## src/hdl/fba_pkg.sv

```systemverilog
package fba_pkg;

  localparam int unsigned SLOTS_DEFAULT = 8;
  localparam int unsigned FRAME_BYTES_W = 27;
  localparam logic [FRAME_BYTES_W-1:0] FRAME_BYTES_RESET = 27'd8294400;

  localparam logic FUNC_ACQUIRE = 1'b0;
  localparam logic FUNC_RELEASE = 1'b1;

  localparam logic [2:0] ST_ACQUIRED  = 3'd0;
  localparam logic [2:0] ST_POOL_FULL = 3'd1;
  localparam logic [2:0] ST_TOO_LARGE = 3'd2;
  localparam logic [2:0] ST_FREED     = 3'd3;
  localparam logic [2:0] ST_IGNORED   = 3'd4;

  typedef struct packed {
    logic        func;
    logic [15:0] frame_width;
    logic [15:0] frame_height;
    logic [17:0] row_stride;
    logic [3:0]  pixel_format;
    logic [63:0] time_ns;
    logic [26:0] needed_bytes;
    logic [2:0]  release_slot;
  } fba_req_t;

  typedef struct packed {
    logic [2:0] status;
    logic [2:0] slot_index;
  } fba_rsp_t;

  typedef struct packed {
    logic load;
    logic exec;
  } fba_cmd_t;

  typedef enum logic [1:0] {
    FBA_IDLE,
    FBA_EXEC,
    FBA_RESP
  } fba_state_t;

endpackage

```

## src/hdl/fba_ctrl.sv

```systemverilog
module fba_ctrl
  import fba_pkg::*;
(
  input  logic     clk,
  input  logic     rst,
  input  logic     start,
  output logic     busy,
  output logic     done,
  output fba_cmd_t cmd
);

  fba_state_t state;
  fba_state_t state_next;

  always_ff @(posedge clk) begin
    if (rst) begin
      state <= FBA_IDLE;
    end else begin
      state <= state_next;
    end
  end

  always_comb begin
    state_next = state;
    unique case (state)
      FBA_IDLE: begin
        if (start) begin
          state_next = FBA_EXEC;
        end
      end
      FBA_EXEC: begin
        state_next = FBA_RESP;
      end
      FBA_RESP: begin
        if (start) begin
          state_next = FBA_EXEC;
        end else begin
          state_next = FBA_IDLE;
        end
      end
      default: begin
        state_next = FBA_IDLE;
      end
    endcase
  end

  always_comb begin
    busy     = 1'b0;
    done     = 1'b0;
    cmd.load = 1'b0;
    cmd.exec = 1'b0;
    unique case (state)
      FBA_IDLE: begin
        cmd.load = start;
      end
      FBA_EXEC: begin
        busy     = 1'b1;
        cmd.exec = 1'b1;
      end
      FBA_RESP: begin
        done     = 1'b1;
        cmd.load = start;
      end
      default: begin
        busy = 1'b0;
      end
    endcase
  end

endmodule

```

## src/hdl/fba_datapath.sv

```systemverilog
module fba_datapath
  import fba_pkg::*;
#(
  parameter int unsigned SLOTS = SLOTS_DEFAULT
)
(
  input  logic                     clk,
  input  logic                     rst,
  input  fba_cmd_t                 cmd,
  input  fba_req_t                 req,
  input  logic                     cfg_valid,
  input  logic [FRAME_BYTES_W-1:0] cfg_data,
  output fba_rsp_t                 rsp
);

  localparam int unsigned IDX_W = (SLOTS > 1) ? $clog2(SLOTS) : 1;

  logic [FRAME_BYTES_W-1:0] frame_bytes;
  logic                     req_func;
  logic [FRAME_BYTES_W-1:0] req_needed;
  logic [2:0]               req_release;
  logic [SLOTS-1:0]         busy_flags;
  logic [IDX_W-1:0]         search_start;
  fba_rsp_t                 rsp_next;

  logic [2*SLOTS-1:0] free_dbl;
  logic [2*SLOTS-1:0] free_rot;
  logic               found;
  logic [IDX_W-1:0]   offset;
  logic [IDX_W:0]     grant_sum;
  logic [IDX_W-1:0]   grant;
  logic [IDX_W+2:0]   grant_ext;
  logic [IDX_W+2:0]   rel_ext;
  logic [IDX_W-1:0]   rel_idx;
  logic               rel_in_pool;
  logic               fits;
  logic               do_grant;
  logic               do_free;

  always_comb begin
    free_dbl = {~busy_flags, ~busy_flags};
    free_rot = free_dbl >> search_start;
    found    = 1'b0;
    offset   = '0;
    for (int k = SLOTS - 1; k >= 0; k--) begin
      if (free_rot[k]) begin
        found  = 1'b1;
        offset = IDX_W'(k);
      end
    end
    grant_sum = {1'b0, search_start} + {1'b0, offset};
    if (grant_sum >= (IDX_W + 1)'(SLOTS)) begin
      grant_sum = grant_sum - (IDX_W + 1)'(SLOTS);
    end
    grant     = grant_sum[IDX_W-1:0];
    grant_ext = (IDX_W + 3)'(grant);

    rel_ext     = (IDX_W + 3)'(req_release);
    rel_idx     = rel_ext[IDX_W-1:0];
    rel_in_pool = rel_ext < (IDX_W + 3)'(SLOTS);

    fits     = req_needed <= frame_bytes;
    do_grant = (req_func == FUNC_ACQUIRE) && fits && found;
    do_free  = (req_func == FUNC_RELEASE) && rel_in_pool && busy_flags[rel_idx];

    rsp_next.status     = ST_ACQUIRED;
    rsp_next.slot_index = 3'd0;
    if (req_func == FUNC_ACQUIRE) begin
      if (!fits) begin
        rsp_next.status = ST_TOO_LARGE;
      end else if (!found) begin
        rsp_next.status = ST_POOL_FULL;
      end else begin
        rsp_next.status     = ST_ACQUIRED;
        rsp_next.slot_index = grant_ext[2:0];
      end
    end else begin
      rsp_next.slot_index = req_release;
      rsp_next.status     = do_free ? ST_FREED : ST_IGNORED;
    end
  end

  always_ff @(posedge clk) begin
    if (rst) begin
      frame_bytes  <= FRAME_BYTES_RESET;
      busy_flags   <= '0;
      search_start <= '0;
    end else begin
      if (cfg_valid) begin
        frame_bytes <= cfg_data;
      end
      if (cmd.exec) begin
        if (do_grant) begin
          busy_flags[grant] <= 1'b1;
          if (grant_sum + 1'b1 >= (IDX_W + 1)'(SLOTS)) begin
            search_start <= '0;
          end else begin
            search_start <= grant + 1'b1;
          end
        end
        if (do_free) begin
          busy_flags[rel_idx] <= 1'b0;
        end
      end
    end
  end

  always_ff @(posedge clk) begin
    if (cmd.load) begin
      req_func    <= req.func;
      req_needed  <= req.needed_bytes;
      req_release <= req.release_slot;
    end
    if (cmd.exec) begin
      rsp <= rsp_next;
    end
  end

endmodule

```

## src/hdl/frame_buffer_slot_allocator.sv

```systemverilog
// Channel      Direction  Handshake             Payload
// request      in         start, busy           req (fba_req_t)
// result       out        done (one cycle)      rsp (fba_rsp_t)
// frame size   in         cfg_valid, cfg_ready  cfg_data (27 bits)
//
// Each request passes EXEC, which runs the rotating free-slot search over the
// busy flags and updates them, then RESP, with the result on rsp under done.
// A new transaction may be accepted in the cycle that presents a result.
// Synchronous reset frees every slot, clears the search pointer and loads the
// default frame size. The receiver cannot stall; cfg_ready is always high.
module frame_buffer_slot_allocator
  import fba_pkg::*;
#(
  parameter int unsigned SLOTS = SLOTS_DEFAULT
)
(
  input  logic                     clk,
  input  logic                     rst,
  input  logic                     start,
  output logic                     busy,
  input  fba_req_t                 req,
  output logic                     done,
  output fba_rsp_t                 rsp,
  input  logic                     cfg_valid,
  output logic                     cfg_ready,
  input  logic [FRAME_BYTES_W-1:0] cfg_data
);

  fba_cmd_t cmd;

  assign cfg_ready = 1'b1;

  fba_ctrl u_ctrl (
    .clk   (clk),
    .rst   (rst),
    .start (start),
    .busy  (busy),
    .done  (done),
    .cmd   (cmd)
  );

  fba_datapath #(
    .SLOTS (SLOTS)
  ) u_datapath (
    .clk       (clk),
    .rst       (rst),
    .cmd       (cmd),
    .req       (req),
    .cfg_valid (cfg_valid),
    .cfg_data  (cfg_data),
    .rsp       (rsp)
  );

endmodule

```

## config.mk

```make
export PLATFORM = sky130hd
export DESIGN_NAME = frame_buffer_slot_allocator
export DESIGN_NICKNAME = d
export VERILOG_FILES = /design/src/hdl/fba_pkg.sv /design/src/hdl/fba_ctrl.sv /design/src/hdl/fba_datapath.sv /design/src/hdl/frame_buffer_slot_allocator.sv
export SDC_FILE = /design/constraint.sdc
export NUM_CORES = 1
export LEC_CHECK = 0
export BUFFER_PORTS_ARGS = -buffer_cell sky130_fd_sc_hd__buf_2
export CAP_MARGIN = 20
export CELL_PAD_IN_SITES_DETAIL_PLACEMENT = 2
export CELL_PAD_IN_SITES_GLOBAL_PLACEMENT = 2
export CORE_MARGIN = 4
export CORE_UTILIZATION = 27
export DETAILED_ROUTE_END_ITERATION = 8
export PLACE_DENSITY_LB_ADDON = 0.1
export SLEW_MARGIN = 10
export SYNTH_ARGS = -nofsm -noshare
export SYNTH_HDL_FRONTEND = slang
export SYNTH_SLANG_ARGS = --single-unit
```

## constraint.sdc

```tcl
create_clock -name clk -period 4.27 [get_ports clk]
set_input_delay 0.854 -clock clk [delete_from_list [all_inputs] [get_ports clk]]
set_output_delay 0.854 -clock clk [all_outputs]
set_load 0.01 [all_outputs]
```

==> flow_summary_export.csv <==
group,metric,value,unit
cts,clock_sinks,77,
logic_synthesis,async_flop_share,0,
finish,seq_area,0.00191,mm²
grt,antenna_found_initial,1,
cts,clock_path_buffers,2,
sta,finalSetupViolCount,0,
die,die_h,130,µm
worst_setup_path,start_kind,"flop",
finish,final_nets,651,
detailed_routing,antenna_left,0,
sta,fmax,268,MHz
cts,clockRootBuffer,"clkbuf_16",
power_and_ir_drop,power_frac_seq,0.464,
power_and_ir_drop,power.density,375,mW/mm²
sta,fin_skew,0.00539,ns
worst_setup_path,critPathMaxFanout,17,
power_and_ir_drop,leakage,2.01,nW
sta,grt_setup_unrepaired,"no",
grt,grt_pass1_wl,17.7,mm
cts,clkTransAtPathRegs,0.06,ns
grt,grt_use_total,0.138,
detailed_routing,wire_per_inst,17.3,µm
worst_setup_path,ff2ff_path_depth,11,
grt,grt_max_degree,36,
logic_synthesis,netlist_instances,373,
logic_synthesis,synth_top_area_frac,0.278,
worst_setup_path,critPathKind,"reg -> reg",
sta,min_period,3.72,ns
worst_setup_path,setup.worst_path.end_class,"flop",
logic_synthesis,syn_nets,585,
detailed_routing,via_per_inst,4.78,
placed_design,gp_congestion,0.739,
logic_synthesis,synth_area_per_cell,10.7,µm²
finish,num_antenna_cells,0,
worst_setup_path,crit_chain,"mux4_2, nor2b_1, o21ai_0, a221o_1, o22ai_1, ha_1, fa_1, ha_1, xnor2_1, nor3_1, mux2_1",
worst_setup_path,r2r_start,"u_datapath.search_start[1]",
cts,holdBufCountCts,0,
logic_synthesis,synth_edf_count,37,
die,rows,44,
finish,layout_commonest_cell,"buf_2",
cts,cts_tree,"done",
placed_design,port_buffers,69,
finish,fill_cells,1609,
power_and_ir_drop,pwr-share-clk,0.435,
worst_setup_path,slowest_stage,"dfxtp_1",
cts,clk_latency,0.34,ns
outcome,status,"finished, final reports clean",
finish,syn2layout_area_growth,20.3,%
logic_synthesis,synth_area,0.00400,mm²
detailed_routing,num_vias,3001,
worst_setup_path,crit_family,"adder cells",
sta,finalSetupTns,0,ns
finish,post_route_cells_drive_above_1_share,0.230,
worst_setup_path,timing.rr.end,"u_datapath.search_start[2]",
power_and_ir_drop,p_switching,0.441,mW
finish,multi_input_area,0.00188,mm²
logic_synthesis,yosys-top-cells-area,"edfxtp_1 28%, dfxtp_1 20%, ha_1 9.7%",
detailed_routing,drt_iter0_markers,109,
die,die_w,130,µm
worst_setup_path,critPathArrivalTime,3.95,ns
logic_synthesis,synth_ff_type,"dfxtp_1",
grt,grt_pass1_vias,3356,
hold_path,min-delay-start,"u_datapath.frame_bytes[17]",
sta,timing.final.max_slew_violations,0,
logic_synthesis,yosysWarningCount,0,
worst_setup_path,r2r_setup_slack,0.55,ns
power_and_ir_drop,p_int,1.36,mW
cts,post-cts-setup-buffers,0,
worst_setup_path,worst_path_most_repeated_cell,"ha_1",
detailed_routing,first_pass_iters,4,
logic_synthesis,synth_top_cell_by_area,"edfxtp_1",
cts,cts-resized-gates,0,
worst_setup_path,cp.required,4.50,ns
sta,hold_viol,0,
power_and_ir_drop,p_total,1.80,mW
grt,grt_overflow,0,
sta,period_share,0.872,
worst_setup_path,crit_path_max_incr_delay,0.80,ns
cts,htreeDepth,3,
logic_synthesis,synthDistinctLibCells,49,
worst_setup_path,crit_buf_inv,0,
finish,mostFrequentLayoutCells,"69 x buf_2, 40 x dfxtp_1, 37 x edfxtp_1",
detailed_routing,routed_wl,10.9,mm
power_and_ir_drop,peakVddDrop,0.182,mV
cts,numCtsBuffers,9,
logic_synthesis,ys_seq_area_frac,0.478,
logic_synthesis,ys_ff_latch,77,
power_and_ir_drop,combPwrFrac,0.101,
hold_path,whs_path_depth,2,
die,io_pins,189,
detailed_routing,drc,0,
placed_design,dp_hpwl,8.04,mm
finish,final_util,0.331,
die,start_util,0.275,
die,die_area,0.0168,mm²
hold_path,whs_endpoint,"u_datapath.frame_bytes[17]",
sta,tightest_slew,1.05,ns
sta,slew-limit-headroom,0.296,
hold_path,hp-class,"reg -> reg",
die,coreArea,0.0145,mm²
power_and_ir_drop,swShare,0.244,
flow_run,drv_cap,0,
==> Yosys cell counts (6+ instances only) <==
cell type / instances
a21oi_1: 14
a31oi_1: 7
clkbuf_1: 9
dfxtp_1: 40
edfxtp_1: 37
ha_1: 31
inv_1: 32
mux2i_1: 27
mux4_2: 6
nand2_1: 32
nand4_1: 7
nor2_1: 26
nor2b_1: 8
nor3_1: 9
o211ai_1: 10
o21ai_0: 12
==> stage by stage <==
step,area (µm²),worst slack [ns],hold slack (ns),std cells
after floorplan,4000,1.14,0.459,373
after global placement,4510,0.596,0.476,612
after detailed placement,4510,0.520,0.486,612
after CTS,4810,0.496,0.496,628
after global routing,4810,0.290,0.527,628
final,4810,0.545,0.489,628
==> power by group through the flow <==
| stage | clock network [mW] | logic, mW | registers [mW] |
|---|---|---|---|
| floorplan | 0 | 0.117 | 0.844 |
| global placement | 0 | 0.179 | 0.853 |
| detailed placement | 0 | 0.187 | 0.854 |
| CTS | 0.820 | 0.189 | 0.839 |
| global route | 0.846 | 0.211 | 0.843 |
| finish | 0.785 | 0.182 | 0.838 |
==> area by class of cell <==
type	count	area share
multi-input combinational	247	0.391
timing repair buffer	72	0.0764
clock buffer	10	0.0497
clock inverter	6	0.0127
sequential	77	0.397
tap	184	0.0478
inverter	32	0.0250
==> flip-flops by register name, indices dropped and copies added, names as in the netlist <==
register	cells
u_datapath.search_start	3
u_datapath.busy_flags	8
u_datapath.rel_idx	3
u_datapath.req_needed	27
u_datapath.req_func	1
u_datapath.frame_bytes	27
u_datapath.rsp	6
u_ctrl.state	2
==> worst max path at each step <==
stage                                            end                       start  slack (ns)  cells past startpoint
final                     u_datapath.search_start[2]  u_datapath.search_start[1]        0.55                     11
after global routing      u_datapath.search_start[2]  u_datapath.search_start[1]        0.29                     11
after CTS                 u_datapath.search_start[2]  u_datapath.search_start[1]        0.50                     11
after detailed placement  u_datapath.search_start[2]  u_datapath.search_start[1]        0.52                     11
after global placement    u_datapath.search_start[2]  u_datapath.search_start[1]        0.60                     11
after floorplan           u_datapath.search_start[2]  u_datapath.search_start[1]        1.14                     13
==> kinds of logic (layout without fill, tap and decap cells) <==
| group | Yosys count | count (layout) | share of synthesized area |
|---|---|---|---|
| mux | 38 | 38 | 0.115 |
| simple gates | 109 | 109 | 0.133 |
| buf+inv | 49 | 120 | 0.0535 |
| fa+ha+maj | 32 | 32 | 0.102 |
| xor+xnor | 2 | 2 | 0.00438 |
| compound gates | 65 | 65 | 0.113 |
| flops | 77 | 77 | 0.478 |
| other cells | 1 | 1 | 0.000937 |
==> layer usage <==
metal	track usage	vias to the layer above	share of wire
met5	0	-	0.0012
li1	-	1468	-
met1	0.167	1471	0.45
met2	0.241	47	0.50
met3	0.0262	13	0.032
met4	0.0587	2	0.018
==> worst min-delay path, cell delays in order (launching register included) <==
cell and delay, ns:
dfxtp_1 0.30, inv_1 0.07, o211ai_1 0.08
(Power assumes the default switching activity.)
